--- src/ale_pkg.sv ---
// Types, codes and command/response structs for the array list engine.
// Shared by ale_ctrl and the top level; no dependencies.
`default_nettype none

package ale_pkg;

    localparam int DATA_W = 32;
    localparam int FUNC_W = 4;
    localparam int POS_W  = 5;
    localparam int LEN_W  = 5;

    typedef enum logic [FUNC_W-1:0] {
        FN_INSERT_AT    = 4'd0,
        FN_INSERT_FIRST = 4'd1,
        FN_INSERT_LAST  = 4'd2,
        FN_DELETE_AT    = 4'd3,
        FN_DELETE_KEY   = 4'd4,
        FN_REPLACE      = 4'd5,
        FN_GET          = 4'd6,
        FN_SEARCH       = 4'd7,
        FN_CLEAR        = 4'd8,
        FN_QUERY        = 4'd9
    } t_func;

    typedef enum logic [1:0] {
        ST_OK     = 2'd0,
        ST_FULL   = 2'd1,
        ST_RANGE  = 2'd2,
        ST_ABSENT = 2'd3
    } t_status;

    typedef enum logic [2:0] {
        S_IDLE,
        S_SCAN,
        S_SHIFT_DN,
        S_PUT,
        S_RESP
    } t_state;

    typedef struct packed {
        t_func                     func;
        logic [POS_W-1:0]          position;
        logic signed [DATA_W-1:0]  value;
    } t_cmd;

    typedef struct packed {
        logic signed [DATA_W-1:0]  read_value;
        logic                      found;
        t_status                   status;
        logic [LEN_W-1:0]          length;
        logic                      is_empty_flag;
        logic                      is_full_flag;
    } t_rsp;

endpackage

`default_nettype wire

--- src/array_list_engine.sv ---
// Array list engine top level: entry RAM plus command sequencer.
// Depends on ale_pkg, ale_ram and ale_ctrl.
//
// Usage:
//   Commands enter on i_cmd (func, position, value) with i_cmd_valid /
//   o_cmd_ready; one response per command leaves on o_rsp with
//   o_rsp_valid / i_rsp_ready. The list is held packed from slot 0 in a
//   CAPACITY-deep RAM with one write and one registered read port.
//   Commands are handled one at a time: the next is taken once the last
//   has loaded its response. Query, clear, replace and rejected commands
//   go straight to the response; get reads its slot; insert at p moves
//   slots p to count - 1 up one, walking down one RAM read a cycle, then
//   writes p; delete at p, search and delete by key scan walks up, a
//   delete moving each later entry down one slot. The shift or scan walk
//   through the single RAM read port sets the rate.
//   Reset clears the count and the control state; the RAM is not cleared,
//   since only slots below the count are ever read.
//   A stalled receiver holds the response register; the engine takes the
//   next command but will not finish it until the register is free.
`default_nettype none

module array_list_engine #(
    parameter int CAPACITY = 16
) (
    input  wire logic          i_clk,
    input  wire logic          i_rst_n,
    input  wire logic          i_cmd_valid,
    output logic               o_cmd_ready,
    input  wire ale_pkg::t_cmd i_cmd,
    output logic               o_rsp_valid,
    input  wire logic          i_rsp_ready,
    output ale_pkg::t_rsp      o_rsp
);

    localparam int AW = (CAPACITY > 1) ? $clog2(CAPACITY) : 1;

    logic                           ram_we;
    logic [AW-1:0]                  ram_waddr;
    logic [ale_pkg::DATA_W-1:0]     ram_wdata;
    logic [AW-1:0]                  ram_raddr;
    logic [ale_pkg::DATA_W-1:0]     ram_rdata;

    ale_ram #(
        .WIDTH (ale_pkg::DATA_W),
        .DEPTH (CAPACITY)
    ) u_ram (
        .i_clk   (i_clk),
        .i_we    (ram_we),
        .i_waddr (ram_waddr),
        .i_wdata (ram_wdata),
        .i_raddr (ram_raddr),
        .o_rdata (ram_rdata)
    );

    ale_ctrl #(
        .CAPACITY (CAPACITY)
    ) u_ctrl (
        .i_clk       (i_clk),
        .i_rst_n     (i_rst_n),
        .i_cmd_valid (i_cmd_valid),
        .o_cmd_ready (o_cmd_ready),
        .i_cmd       (i_cmd),
        .o_rsp_valid (o_rsp_valid),
        .i_rsp_ready (i_rsp_ready),
        .o_rsp       (o_rsp),
        .o_ram_we    (ram_we),
        .o_ram_waddr (ram_waddr),
        .o_ram_wdata (ram_wdata),
        .o_ram_raddr (ram_raddr),
        .i_ram_rdata (ram_rdata)
    );

endmodule

`default_nettype wire

--- src/ale_ram.sv ---
// Generic single-write, single-read RAM with registered read data.
// No dependencies.
`default_nettype none

module ale_ram #(
    parameter int WIDTH = 32,
    parameter int DEPTH = 16,
    localparam int AW = (DEPTH > 1) ? $clog2(DEPTH) : 1
) (
    input  wire logic             i_clk,
    input  wire logic             i_we,
    input  wire logic [AW-1:0]    i_waddr,
    input  wire logic [WIDTH-1:0] i_wdata,
    input  wire logic [AW-1:0]    i_raddr,
    output logic      [WIDTH-1:0] o_rdata
);

    logic [WIDTH-1:0] r_mem [DEPTH];
    logic [WIDTH-1:0] r_rdata;

    always_ff @(posedge i_clk) begin
        if (i_we) begin
            r_mem[i_waddr] <= i_wdata;
        end
        r_rdata <= r_mem[i_raddr];
    end

    assign o_rdata = r_rdata;

endmodule

`default_nettype wire

--- src/ale_ctrl.sv ---
// Command sequencer: range checks, shift and scan walks over the entry RAM,
// list count and the response register. Depends on ale_pkg.
`default_nettype none

module ale_ctrl #(
    parameter int CAPACITY = 16,
    localparam int AW = (CAPACITY > 1) ? $clog2(CAPACITY) : 1,
    localparam int CW = $clog2(CAPACITY + 1)
) (
    input  wire logic                          i_clk,
    input  wire logic                          i_rst_n,
    input  wire logic                          i_cmd_valid,
    output logic                               o_cmd_ready,
    input  wire ale_pkg::t_cmd                 i_cmd,
    output logic                               o_rsp_valid,
    input  wire logic                          i_rsp_ready,
    output ale_pkg::t_rsp                      o_rsp,
    output logic                               o_ram_we,
    output logic [AW-1:0]                      o_ram_waddr,
    output logic [ale_pkg::DATA_W-1:0]         o_ram_wdata,
    output logic [AW-1:0]                      o_ram_raddr,
    input  wire logic [ale_pkg::DATA_W-1:0]    i_ram_rdata
);

    localparam int CMPW = (CW > ale_pkg::POS_W) ? CW : ale_pkg::POS_W;

    ale_pkg::t_state                r_state, n_state;
    logic [CW-1:0]                  r_count, n_count;
    logic [CW-1:0]                  r_pos, n_pos;
    logic [CW-1:0]                  r_ra, n_ra;
    logic [CW-1:0]                  r_wa, n_wa;
    logic                           r_inflt, n_inflt;
    logic                           r_seek, n_seek;
    logic                           r_bykey, n_bykey;
    logic                           r_del, n_del;
    logic                           r_ret, n_ret;
    logic [ale_pkg::DATA_W-1:0]     r_key, n_key;
    logic signed [ale_pkg::DATA_W-1:0] r_rd, n_rd;
    logic                           r_found, n_found;
    ale_pkg::t_status               r_st, n_st;
    logic                           r_rsp_valid, n_rsp_valid;
    ale_pkg::t_rsp                  r_rsp, n_rsp;

    always_ff @(posedge i_clk) begin
        if (!i_rst_n) begin
            r_state     <= ale_pkg::S_IDLE;
            r_count     <= '0;
            r_inflt     <= 1'b0;
            r_rsp_valid <= 1'b0;
        end else begin
            r_state     <= n_state;
            r_count     <= n_count;
            r_inflt     <= n_inflt;
            r_rsp_valid <= n_rsp_valid;
        end
        r_pos   <= n_pos;
        r_ra    <= n_ra;
        r_wa    <= n_wa;
        r_seek  <= n_seek;
        r_bykey <= n_bykey;
        r_del   <= n_del;
        r_ret   <= n_ret;
        r_key   <= n_key;
        r_rd    <= n_rd;
        r_found <= n_found;
        r_st    <= n_st;
        r_rsp   <= n_rsp;
    end

    always_comb begin
        logic [CMPW-1:0] pos_ext;
        logic [CMPW-1:0] cnt_ext;
        logic [CMPW-1:0] ins_pos;
        logic [CW-1:0]   pos_cw;
        logic [CW-1:0]   wa_m1;
        logic [CW-1:0]   ra_m1;
        logic            full;
        logic            hit;
        logic            stop;
        logic            issue;

        pos_ext = CMPW'(i_cmd.position);
        cnt_ext = CMPW'(r_count);
        pos_cw  = pos_ext[CW-1:0];
        wa_m1   = r_wa - 1'b1;
        ra_m1   = r_ra - 1'b1;
        full    = (r_count == CW'(CAPACITY));
        hit     = 1'b0;
        stop    = 1'b0;
        issue   = 1'b0;

        priority case (i_cmd.func)
            ale_pkg::FN_INSERT_FIRST: ins_pos = '0;
            ale_pkg::FN_INSERT_LAST:  ins_pos = cnt_ext;
            default:                  ins_pos = pos_ext;
        endcase

        n_state     = r_state;
        n_count     = r_count;
        n_pos       = r_pos;
        n_ra        = r_ra;
        n_wa        = r_wa;
        n_inflt     = 1'b0;
        n_seek      = r_seek;
        n_bykey     = r_bykey;
        n_del       = r_del;
        n_ret       = r_ret;
        n_key       = r_key;
        n_rd        = r_rd;
        n_found     = r_found;
        n_st        = r_st;
        n_rsp_valid = r_rsp_valid && !i_rsp_ready;
        n_rsp       = r_rsp;

        o_cmd_ready = 1'b0;
        o_ram_we    = 1'b0;
        o_ram_waddr = r_pos[AW-1:0];
        o_ram_wdata = r_key;
        o_ram_raddr = r_ra[AW-1:0];

        unique case (r_state)
            ale_pkg::S_IDLE: begin
                o_cmd_ready = 1'b1;
                if (i_cmd_valid) begin
                    n_rd    = '0;
                    n_found = 1'b0;
                    n_st    = ale_pkg::ST_OK;
                    n_key   = $unsigned(i_cmd.value);
                    n_state = ale_pkg::S_RESP;
                    unique case (i_cmd.func)
                        ale_pkg::FN_INSERT_AT,
                        ale_pkg::FN_INSERT_FIRST,
                        ale_pkg::FN_INSERT_LAST: begin
                            if (full) begin
                                n_st = ale_pkg::ST_FULL;
                            end else if (ins_pos > cnt_ext) begin
                                n_st = ale_pkg::ST_RANGE;
                            end else begin
                                n_pos   = ins_pos[CW-1:0];
                                n_ra    = r_count;
                                n_state = ale_pkg::S_SHIFT_DN;
                            end
                        end
                        ale_pkg::FN_DELETE_AT,
                        ale_pkg::FN_GET: begin
                            if (pos_ext < cnt_ext) begin
                                n_pos   = pos_cw;
                                n_ra    = pos_cw;
                                n_seek  = 1'b1;
                                n_bykey = 1'b0;
                                n_del   = (i_cmd.func == ale_pkg::FN_DELETE_AT);
                                n_ret   = 1'b1;
                                n_state = ale_pkg::S_SCAN;
                            end else begin
                                n_st = ale_pkg::ST_RANGE;
                            end
                        end
                        ale_pkg::FN_DELETE_KEY,
                        ale_pkg::FN_SEARCH: begin
                            n_ra    = '0;
                            n_seek  = 1'b1;
                            n_bykey = 1'b1;
                            n_del   = (i_cmd.func == ale_pkg::FN_DELETE_KEY);
                            n_ret   = (i_cmd.func == ale_pkg::FN_DELETE_KEY);
                            n_state = ale_pkg::S_SCAN;
                        end
                        ale_pkg::FN_REPLACE: begin
                            if (pos_ext < cnt_ext) begin
                                o_ram_we    = 1'b1;
                                o_ram_waddr = pos_cw[AW-1:0];
                                o_ram_wdata = $unsigned(i_cmd.value);
                            end else begin
                                n_st = ale_pkg::ST_RANGE;
                            end
                        end
                        ale_pkg::FN_CLEAR: begin
                            n_count = '0;
                        end
                        default: begin
                        end
                    endcase
                end
            end

            ale_pkg::S_SCAN: begin
                // returned data belongs to address r_wa
                if (r_inflt && r_seek) begin
                    hit = r_bykey ? (i_ram_rdata == r_key) : (r_wa == r_pos);
                end
                stop = hit && !r_del;
                if (r_inflt && !r_seek) begin
                    o_ram_we    = 1'b1;
                    o_ram_waddr = wa_m1[AW-1:0];
                    o_ram_wdata = i_ram_rdata;
                end
                if (hit) begin
                    n_seek = 1'b0;
                    n_rd   = r_ret ? $signed(i_ram_rdata) : '0;
                end
                issue       = !stop && (r_ra < r_count);
                o_ram_raddr = r_ra[AW-1:0];
                if (issue) begin
                    n_wa    = r_ra;
                    n_ra    = r_ra + 1'b1;
                    n_inflt = 1'b1;
                end else begin
                    n_state = ale_pkg::S_RESP;
                    if (r_seek && !hit) begin
                        n_st = ale_pkg::ST_ABSENT;
                    end else begin
                        n_found = r_bykey;
                        if (r_del) begin
                            n_count = r_count - 1'b1;
                        end
                    end
                end
            end

            ale_pkg::S_SHIFT_DN: begin
                if (r_inflt) begin
                    o_ram_we    = 1'b1;
                    o_ram_waddr = r_wa[AW-1:0];
                    o_ram_wdata = i_ram_rdata;
                end
                issue       = (r_ra > r_pos);
                o_ram_raddr = ra_m1[AW-1:0];
                if (issue) begin
                    n_wa    = r_ra;
                    n_ra    = ra_m1;
                    n_inflt = 1'b1;
                end else begin
                    n_state = ale_pkg::S_PUT;
                end
            end

            ale_pkg::S_PUT: begin
                o_ram_we    = 1'b1;
                o_ram_waddr = r_pos[AW-1:0];
                o_ram_wdata = r_key;
                n_count     = r_count + 1'b1;
                n_state     = ale_pkg::S_RESP;
            end

            ale_pkg::S_RESP: begin
                if (!r_rsp_valid || i_rsp_ready) begin
                    n_rsp_valid         = 1'b1;
                    n_rsp.read_value    = r_rd;
                    n_rsp.found         = r_found;
                    n_rsp.status        = r_st;
                    n_rsp.length        = cnt_ext[ale_pkg::LEN_W-1:0];
                    n_rsp.is_empty_flag = (r_count == '0);
                    n_rsp.is_full_flag  = full;
                    n_state             = ale_pkg::S_IDLE;
                end
            end

            default: begin
                n_state = ale_pkg::S_IDLE;
            end
        endcase
    end

    assign o_rsp_valid = r_rsp_valid;
    assign o_rsp       = r_rsp;

endmodule

`default_nettype wire

--- config.mk ---
export PLATFORM = sky130hd
export DESIGN_NAME = array_list_engine
export DESIGN_NICKNAME = d
export VERILOG_FILES = /design/src/ale_pkg.sv /design/src/array_list_engine.sv /design/src/ale_ram.sv /design/src/ale_ctrl.sv
export SDC_FILE = /design/constraint.sdc
export NUM_CORES = 1
export LEC_CHECK = 0
export BUFFER_PORTS_ARGS = -buffer_cell sky130_fd_sc_hd__buf_2
export CORE_MARGIN = 3
export CORE_UTILIZATION = 60
export CTS_CLUSTER_DIAMETER = 150
export DETAILED_ROUTE_END_ITERATION = 10
export PLACE_DENSITY = 0.77
export SLEW_MARGIN = 20
export SYNTH_ARGS = -nofsm -noshare
export SYNTH_HDL_FRONTEND = slang
export SYNTH_SLANG_ARGS = --single-unit
--- constraint.sdc ---
create_clock -name i_clk -period 4.7 [get_ports i_clk]
set_input_delay 0.94 -clock i_clk [delete_from_list [all_inputs] [get_ports i_clk]]
set_output_delay 0.94 -clock i_clk [all_outputs]
set_load 0.01 [all_outputs]
; Word-level counts from Yosys, hierarchy flattened
; Memories as Yosys holds them, arrays and structs flattened. A register that Yosys moved wholly into a read port is not among the register bits.
; Cells that the tools add are included.
[classes]
add_sub_neg = 5
n_lt_le_gt_ge = 4
n_eq_ne = 34
n_mux = 86
n_reduce_logical = 38
[op_table]
columns = cell, n
row1 = 2-to-1 mux 32 bit, 8
row2 = one-hot mux 32 bit (3 select lines), 1
row3 = 2-to-1 mux 5 bit, 15
row4 = one-hot mux 32 bit (2 select lines), 1
row5 = one-hot mux 5 bit (3 select lines), 3
row6 = == test 32 bit, 1
row7 = one-hot mux 5 bit (2 select lines), 3
row8 = 2-to-1 mux 4 bit, 6
row9 = 2-to-1 mux 1 bit, 23
row10 = 2-to-1 mux 3 bit, 7
row11 = "== test 4 x 3 -> 1 bit, second input constant", 4
row12 = AND reduction 4 bit, 4
row13 = one-hot mux 3 bit (5 select lines), 1
row14 = "inequality test 2 x 1 -> 1 bit, second input constant", 7
row15 = "inequality test 2 bit, second input constant", 7
row16 = one-hot mux 1 bit (2 select lines), 7
row17 = 2-to-1 mux 2 bit, 6
row18 = one-hot mux 4 bit (3 select lines), 1
row19 = AND reduction 6 bit, 2
row20 = "adder 5 x 1 -> 5 bit, second input constant", 2
row21 = greater-than comparator 5 bit, 2
row22 = < comparator 5 bit, 2
row23 = "subtractor 5 x 1 -> 5 bit, second input constant", 2
row24 = "inequality test 3 bit, second input constant", 3
row25 = other kinds (28), 49
[totals]
regBits = 138
ramBits = 512
wordCells = 189
mem_count = 1
[memory_table]
columns = name, words, width, rd, rd_clocked_by_memory_dff, write_ports, line_no
row1 = u_ram.r_mem, 16, 32, 1, 1, 1, ale_ram.sv:18  ; logic [WIDTH-1:0] r_mem [DEPTH];

; Depth between registers and ports, before layout
; Gate-level depths: netlist of run 1.
[logic_depth]
depth_word = 9
ltp_mapped = 13
ltp_nobuf = 12

; Hierarchy
; A second synthesis of run 1 with hierarchy kept.
[unflattened]
hier_cells = 1471
hier_area_um2 = 27096.0
[modules_own_cells]
columns = module, instances, cells_per_inst, area_each_um2
row1 = ale_ram, 1, 838, 19836.5
row2 = ale_ctrl, 1, 633, 7259.5

; Worst setup path after synthesis of run 1
; No wires, ideal clock.
[synth_path]
path_type = in2reg
start = input port i_cmd[35] (netlist bit)
end = memory u_ram.r_mem[6][0] (enable)
setup_ns = 0.421
arrival_ns = 3.907
required_ns = 4.279
path_slack_ns = 0.372
stages = 8
path_buffers = 0
path_cell_list = ha_1 a21o_1 a21oi_1 o2111ai_1 a221o_1 nor4bb_1 nand2b_1 nor2_1
[synth_via]
elab_chain_cells = 7
word_cells_on_any_way = 11
cone_classes = 1 x order compare / 10 x mux
[synth_rtl]
columns = element, line_no
row1 = start: declaration, array_list_engine.sv:29  ; input wire ale_pkg::t_cmd i_cmd,
row2 = < comparator 5 bit, ale_ctrl.sv:168  ; if (pos_ext < cnt_ext) begin
row3 = 2-to-1 mux 1 bit, ale_ctrl.sv:168
row4 = 2-to-1 mux 1 bit, ale_ctrl.sv:130  ; unique case (i_cmd.func)
row5 = 2-to-1 mux 1 bit, ale_ctrl.sv:124  ; if (i_cmd_valid) begin
row6 = one-hot mux 1 bit (4 select lines), ale_ctrl.sv:121  ; unique case (r_state)
row7 = 2-to-1 mux 1 bit, ale_ram.sv:22  ; if (i_we) begin
row8 = 2-to-1 mux 1 bit (implied by the code), ale_ram.sv:23  ; r_mem[i_waddr] <= i_wdata;
row9 = end: declaration, ale_ram.sv:18
; Parallel ways exist; a longest one is shown, timed or not.

; Final worst setup path of run 1
[layout_path]
start = register u_ctrl.r_count[3]
end = memory u_ram.r_mem[6][16] (enable)
[layout_via]
elab_chain_cells = 7
word_cells_on_any_way = 11
cone_classes = 1 x order compare / 10 x mux
[layout_rtl]
columns = element, line_no
row1 = start: declaration, ale_ctrl.sv:28  ; logic [CW-1:0] r_count, n_count;
row2 = start signal: assignment, ale_ctrl.sv:52  ; r_count <= n_count;
row3 = < comparator 5 bit *, ale_ctrl.sv:168
row4 = 2-to-1 mux 1 bit, ale_ctrl.sv:168
row5 = 2-to-1 mux 1 bit, ale_ctrl.sv:130
row6 = 2-to-1 mux 1 bit, ale_ctrl.sv:124
row7 = one-hot mux 1 bit (4 select lines), ale_ctrl.sv:121
row8 = 2-to-1 mux 1 bit, ale_ram.sv:22
row9 = 2-to-1 mux 1 bit (implied by the code), ale_ram.sv:23
; Every way passes the cells marked *; elsewhere a longest branch is shown, timed or not.

==> flow_summary_export.csv, run 1 <==
group,metric,value,unit
timing,setup_violations,0,
clock_network,cts_max_path_buffers,3,
synthesis,avgSynthCellArea,19.4,µm²
run_status,status,"finished clean",
clock_network,clk_latency,0.59,ns
grt,globalRouteMet2Util,45.2,%
grt,grt_pass1_wl,94900,µm
grt,grt_pass1_vias,14600,
critical_path,critPathArrivalTime,4.04,ns
min_path,hp-start,"u_ctrl.r_rd[25]$_SDFFCE_PN0P_",
floorplanning,initial_utilization,61.1,%
placed_design,hpwlAfterDp,35700,µm
finish,num_antenna_cells,0,
synthesis,synth_edf_count,640,
job,cap_violations,0,
route,vias,14400,
grt,antenna_found_initial,0,
grt,grt_use_met1,38.3,%
placed_design,portBuffers,88,
timing,fin_crit_sh,80.9,%
clock_network,cts_buffers,66,
floorplanning,die_h,219,µm
route,post-route-drc-count,0,
clock_network,cts_sinks,682,
route,routedWlPerCell,29.3,µm
power_and_ir_drop,vdd_drop_max,0.308,mV
critical_path,path_class,"reg2reg",
route,drtAntennaViolNets,0,
route,drtPass1Iterations,5,
floorplanning,rows,77,
placed_design,place.gp.congestion,0.861,
timing,drv_slew,0,
timing,setup_tns,0,ns
critical_path,r2r_slack,0.90,ns
route,totalWireLength,63800,µm
clock_network,cts.hold.buffers_added,0,
power_and_ir_drop,powerDensity,458,nW/µm²
power_and_ir_drop,leakage,10.3,nW
timing,skew,0.0256,ns
synthesis,ys_ff_latch,682,
synthesis,synthesis.instances,1398,
timing,final.min_clock_period,3.80,ns
grt,grt_max_degree,55,
clock_network,cts_tree,"done",
critical_path,r2r_cells,10,
critical_path,worstPathCellList,"inv_1 -> ha_1 -> a21o_1 -> a21oi_1 -> o2111ai_1 -> a221o_1 -> nor4bb_1 -> nand2b_1 -> nor2_4 -> buf_4",
critical_path,path_depth,10,
finish,final_nets,1603,
finish,syn_to_final_growth,13.6,%
grt,grt-ovfl-total,0,
grt,top_usage_layer,"met2",
route,dr.first_iter.drc_count,1867,
clock_network,cts_root_buf,"clkbuf_16",
floorplanning,coreArea,44400,µm²
critical_path,worstPathMaxFanout,21,
grt,grtUsageTotal,27.5,%
timing,tightestPinTransition,0.888,ns
synthesis,synth_nets,1469,
critical_path,critPathCaptureType,"flip-flop",
critical_path,start_kind,"flip-flop",
critical_path,crit_buf_inv,2,
clock_network,h-tree-depth,3,
synthesis,syn_area,27100,µm²
timing,fmax,0.263,GHz
floorplanning,pin_count,89,
critical_path,crit_path_end,"u_ram.r_mem[6][16]$_DFFE_PP_",
synthesis,ys.flop_type,"edfxtp_1",
route,vias_per_cell,6.62,
critical_path,required,4.94,ns
synthesis,ys_seq_area_share,73.9,%
clock_network,post_cts_buffers,0,
critical_path,reg2reg_from,"u_ctrl.r_count[3]$_SDFFE_PN0P_",
grt,grtUsageMet3,4.64,%
clock_network,cts_resized,0,
finish,final_util,69.4,%
critical_path,critPathTopFamily,"simple AND/OR/NAND/NOR gates",
synthesis,ys_warn_count,0,
timing,rsz0062_at_grt,"no",
critical_path,slowest_stage,"dfxtp_1",
synthesis,ys_types,65,
timing,timing_hold_violations_final,0,
finish,drive_gt1_share,27.0,%
critical_path,reg2reg_to,"u_ram.r_mem[6][16]$_DFFE_PP_",
min_path,hold_class,"reg2reg",
floorplanning,dieArea,47800,µm²
power_and_ir_drop,p_total,14.1,mW
synthesis,async_reset_ff_share,0,%
critical_path,critPathLaunch,"u_ctrl.r_count[3]$_SDFFE_PN0P_",
clock_network,clk_pin_slew,0.06,ns
critical_path,max_stage_delay,0.55,ns
timing,slew_headroom,40.4,%
floorplanning,dieWidth,219,µm
synth_stat cells, drive strengths merged (7+ instances only):
master | number | share of area [%]
edfxtp | 640 | 71
mux4 | 160 | 13
nand2 | 94 | 1.3
dfxtp | 42 | 3.1
a22oi | 41 | 1.1
and3 | 39 | 0.90
xor2 | 39 | 1.3
clkbuf | 35 | 0.48
nor2 | 33 | 0.46
buf | 31 | 0.87
a21oi | 28 | 0.52
inv | 28 | 0.39
ha | 25 | 1.2
o21ai | 21 | 0.40
nand2b | 12 | 0.28
nor3 | 10 | 0.18
nor4 | 9 | 0.21
a211oi | 8 | 0.26
a21o | 8 | 0.22
mux2i | 8 | 0.30
nand3 | 8 | 0.15
xnor2 | 8 | 0.26
nor2b | 7 | 0.16
per-stage QoR:
step	setup WS [ns]	hold slack [ns]	std cells	cell area (µm²)
2_1_floorplan	0.372	0.400	1398	27100
3_3_place_gp	0.342	0.400	2055	28700
3_5_place_dp	0.328	0.405	2055	28700
4_1_cts	0.917	0.419	2175	30800
5_1_grt	0.623	0.420	2176	30800
6_report	0.896	0.417	2176	30800
cell type report:
cell class	count	area [µm²]
multi-input cells	621	6820
fillers	2695	13600
flip-flops and latches	682	20100
inverters	29	109
repair buffers	132	991
well taps	592	741
clock inverters	38	315
clock buffers	82	1790
cell usage in the layout (no fill, tap or decap), drive strengths merged, types with 25 or more instances in the layout:
| cell type | Yosys | layout |
|---|---|---|
| edfxtp | 640 | 640 |
| mux4 | 160 | 160 |
| buf | 31 | 132 |
| nand2 | 94 | 94 |
| clkbuf | 35 | 82 |
| dfxtp | 42 | 42 |
| a22oi | 41 | 41 |
| and3 | 39 | 39 |
| xor2 | 39 | 39 |
| nor2 | 33 | 33 |
| clkinv | 1 | 31 |
| inv | 28 | 30 |
| a21oi | 28 | 28 |
| ha | 25 | 25 |
power by group:
group	internal, mW	switching (mW)
clock	2.91	2.24
combinational	0.714	1.01
sequential	7.05	0.207
cell families (layout without fill, tap and decap cells):
logic type | count (synthesis) | after routing | synth area share (%)
adder cells (fa/ha/maj) | 26 | 26 | 1.23
AO/OA/AOI/OAI | 147 | 147 | 3.79
flip-flops | 682 | 682 | 73.9
XOR/XNOR | 47 | 47 | 1.54
AND/OR/NAND/NOR | 232 | 232 | 4.17
multiplexers | 169 | 169 | 13.6
buffers and inverters | 95 | 281 | 1.76
layer usage:
layer	vias up	wire (µm)	share of wire (%)
met4	0	1910	3.0
li1	5959	-	-
met5	-	0	0
met3	142	5800	9.1
met1	7477	24000	38
met2	837	32200	50
registers in the layout, summed over array words and instances (netlist names), 2 cells and up:
name	cells
u_ctrl.r_wa	5
u_ctrl.r_ra	5
u_ctrl.o_rsp	42
u_ram.o_rdata	32
u_ctrl.r_count	5
u_ctrl.r_rd	32
u_ctrl.r_state	3
u_ctrl.r_pos	5
u_ram.r_mem	512
u_ctrl.r_key	32
u_ctrl.r_st	2
worst min path at each step:
stage	to	cells past startpoint
floorplan	u_ctrl.o_rsp[10]$_DFFE_PP_	0
global placement	u_ctrl.o_rsp[37]$_DFFE_PP_	0
detailed placement	u_ctrl.o_rsp[14]$_DFFE_PP_	0
CTS	u_ctrl.o_rsp[36]$_DFFE_PP_	0
global route	u_ctrl.o_rsp[20]$_DFFE_PP_	0
finish	u_ctrl.o_rsp[35]$_DFFE_PP_	0
No activity file was read; power rests on OpenSTA's default activity.
==> run 2: changes to the inputs <==
--- a/config.mk
+++ b/config.mk
@@ -5,6 +5,7 @@
 export SDC_FILE = /design/constraint.sdc
 export NUM_CORES = 1
 export LEC_CHECK = 0
+export ABC_AREA = 1
 export BUFFER_PORTS_ARGS = -buffer_cell sky130_fd_sc_hd__buf_2
 export CORE_MARGIN = 3
 export CORE_UTILIZATION = 60
==> constraint.sdc (replaced) <==
create_clock -name i_clk -period 3.8 [get_ports i_clk]
set_input_delay 0.76 -clock i_clk [delete_from_list [all_inputs] [get_ports i_clk]]
set_output_delay 0.76 -clock i_clk [all_outputs]
set_load 0.01 [all_outputs]
==> flow_summary_export.csv, run 2 <==
group,metric,value,unit
placed_design,hpwlAfterDp,46200,µm
finish,layout_common_cells,"721 x nand2_1, 640 x edfxtp_1, 385 x nand3_1",
timing,tightestPinTransition,1.08,ns
timing,fmax,0.297,GHz
route,dr.first_iter.drc_count,3187,
route,vias_per_cell,6.25,
timing,fin_crit_sh,88.7,%
synthesis,ys.flop_type,"edfxtp_1",
synthesis,ys_types,46,
clock_network,cts_max_path_buffers,3,
clock_network,h-tree-depth,3,
route,post-route-drc-count,0,
placed_design,pre_cts_ws,0.190,ns
critical_path,reg2reg_from,"u_ctrl.r_count[2]$_SDFFE_PN0P_",
synthesis,ys_warn_count,0,
clock_network,cts_root_buf,"clkbuf_16",
route,totalWireLength,73100,µm
timing,slew_headroom,26.2,%
floorplanning,initial_utilization,61.2,%
critical_path,r2r_slack,0.43,ns
clock_network,clk_latency,0.59,ns
synthesis,ys_ff_latch,682,
route,routedWlPerCell,22.3,µm
critical_path,worstPathCellList,"inv_1 -> ha_1 -> nand2_1 -> inv_1 -> o21bai_1 -> nand3_2 -> nor3_4 -> nand2_1 -> o211ai_1 -> nand3_1 -> a21oi_1 -> nand2_1 -> nor2_4 -> buf_12",
critical_path,critPathArrivalTime,3.66,ns
floorplanning,rows,79,
run_status,status,"finished clean",
synthesis,synthTopCellsByArea,"edfxtp_1 67%, nand2_1 9.4%, nand3_1 6.7%, dfxtp_1 2.9%, nor2_1 1.7%",
critical_path,worstPathMaxFanout,25,
route,drtAntennaViolNets,0,
clock_network,cts_tree,"done",
synthesis,synthesis.instances,2498,
critical_path,r2r_cells,14,
finish,area.sequential,20100,µm²
finish,syn_to_final_growth,14.2,%
timing,final.min_clock_period,3.37,ns
timing,fin_ws,0.428,ns
finish,drive_gt1_share,12.4,%
synthesis,synth_top_area_share,67.1,%
critical_path,max_stage_delay,0.38,ns
grt,grtUsageTotal,28.8,%
route,vias,20500,
synthesis,syn_area,28700,µm²
placed_design,place.gp.congestion,0.916,
critical_path,slowest_stage,"dfxtp_1",
critical_path,critPathCaptureType,"flip-flop",
route,drtPass1Iterations,6,
grt,grt_pass1_wl,111000,µm
synthesis,synth_common_cells,"721 x nand2_1, 640 x edfxtp_1, 385 x nand3_1, 130 x nor2_1, 121 x clkbuf_1",
clock_network,cts.hold.buffers_added,0,
floorplanning,pin_count,89,
finish,final_nets,2689,
clock_network,cts_sinks,682,
grt,grt_pass1_vias,19400,
min_path,whs_path_depth,1,
synthesis,synth.most_common_cell,"nand2_1",
grt,grt-ovfl-total,0,
floorplanning,dieWidth,225,µm
grt,antenna_found_initial,3,
min_path,hp-start,"i_cmd[19]",
finish,multi_input_area,7820,µm²
finish,largest_reg_flops,512,
critical_path,start_kind,"flip-flop",
clock_network,clk_pin_slew,0.06,ns
floorplanning,coreArea,46900,µm²
min_path,hold_path_end,"u_ctrl.r_key[19]$_DFFE_PP_",
timing,skew,0.0181,ns
synthesis,synth_nets,2569,
synthesis,ys_seq_area_share,70.0,%
synthesis,avgSynthCellArea,11.5,µm²
critical_path,path_class,"reg2reg",
synthesis,yosysTopAreaCell,"edfxtp_1",
timing,rsz0062_at_grt,"no",
clock_network,cts_buffers,68,
timing,timing_hold_violations_final,0,
finish,fill_cells,3137,
finish,final_common_cell,"nand2_1",
synthesis,synth_edf_count,640,
min_path,hold_class,"in2reg",
synthesis,async_reset_ff_share,0,%
floorplanning,dieArea,50400,µm²
finish,top_register,"u_ram.r_mem",
critical_path,cpMostUsedCell,"nand2_1",
job,cap_violations,0,
floorplanning,die_h,225,µm
clock_network,post_cts_buffers,0,
timing,whs,0.356,ns
critical_path,reg2reg_to,"u_ram.r_mem[9][13]$_DFFE_PP_",
timing,setup_violations,0,
power_and_ir_drop,powerDensity,644,nW/µm²
timing,drv_slew,0,
clock_network,cts_resized,0,
grt,grt_max_degree,108,
power_and_ir_drop,leakage,12.0,nW
placed_design,portBuffers,88,
power_and_ir_drop,p_total,21.1,mW
finish,num_antenna_cells,0,
critical_path,required,4.08,ns
power_and_ir_drop,vdd_drop_max,0.373,mV
-- run 2: cell count changes after synthesis, moves of 31 or more --
cell and delta:
and3_1 -39, inv_1 +74, nand2_1 +628, a22oi_1 -39
o221ai_1 +33, o2111ai_1 +31, xor2_1 -35, nand3_1 +377
mux4_2 -160, clkbuf_1 +86, nor2_1 +97
-- run 2: report_power, final --
group | total, mW | switching (mW) | leakage (nW) | internal [mW]
combinational | 5.24 | 3.77 | 4.80 | 1.48
sequential | 9.42 | 0.300 | 6.18 | 9.12
clock | 6.39 | 2.68 | 1.03 | 3.72
total | 21.1 | 6.74 | 12.0 | 14.3
-- run 2: final cells by class --
class | count | share of cell area (%)
clock buffers | 93 | 5.71
inverters | 110 | 1.29
well taps | 607 | 2.32
repair buffers | 191 | 4.74
multi-input cells | 1565 | 23.9
flip-flops and latches | 682 | 61.3
clock inverters | 27 | 0.719
-- run 2: worst max-delay path, delay by kind of cell, from the launching register on --
kind,cells,cell delay (ns)
AO/OA/AOI/OAI,3,0.55
buffers and inverters,3,0.42
flip-flops,1,0.38
adder cells (fa/ha/maj),1,0.33
AND/OR/NAND/NOR,7,1.35
-- run 2: logic make-up (layout without fill, tap and decap cells) --
family	count (synthesis)	after routing	share of synthesized area, %
AO/OA/AOI/OAI	245	245	5.93
adder cells (fa/ha/maj)	26	26	1.16
AND/OR/NAND/NOR	1263	1263	18.6
XOR/XNOR	31	31	0.947
flip-flops	682	682	70.0
buffers and inverters	251	421	3.37
-- run 2: how the worst max path moves through the flow --
stage          slack, ns  cells past startpoint                           start                            to
2_1_floorplan      -0.38                     14                       i_cmd[34]  u_ram.r_mem[11][0]$_DFFE_PP_
3_3_place_gp        0.23                     16                       i_cmd[34]  u_ram.r_mem[3][14]$_DFFE_PP_
3_5_place_dp        0.19                     16                       i_cmd[34]  u_ram.r_mem[3][14]$_DFFE_PP_
4_1_cts             0.48                     16  u_ctrl.r_count[2]$_SDFFE_PN0P_  u_ram.r_mem[3][17]$_DFFE_PP_
5_1_grt             0.23                     14  u_ctrl.r_count[2]$_SDFFE_PN0P_  u_ram.r_mem[9][13]$_DFFE_PP_
6_report            0.43                     14  u_ctrl.r_count[2]$_SDFFE_PN0P_  u_ram.r_mem[9][13]$_DFFE_PP_
-- run 2: per-layer routing --
metal / global-route usage (%) / up-vias / share of wire, %
met2: 43.8 / 1421 / 45
met5: 0 / - / 0
li1: - / 9164 / -
met3: 6.26 / 176 / 12
met1: 42.0 / 9717 / 39
met4: 9.80 / 0 / 3.2
-- run 2: per-stage QoR --
stage	setup TNS [ns]	cells	area [µm²]	util (%)
2_1_floorplan	-128.49	2498	28700	-
3_3_place_gp	0	3155	30600	65.3
3_5_place_dp	0	3155	30600	65.3
4_1_cts	0	3275	32700	69.8
5_1_grt	0	3275	32700	69.8
6_report	0	3275	32700	69.8
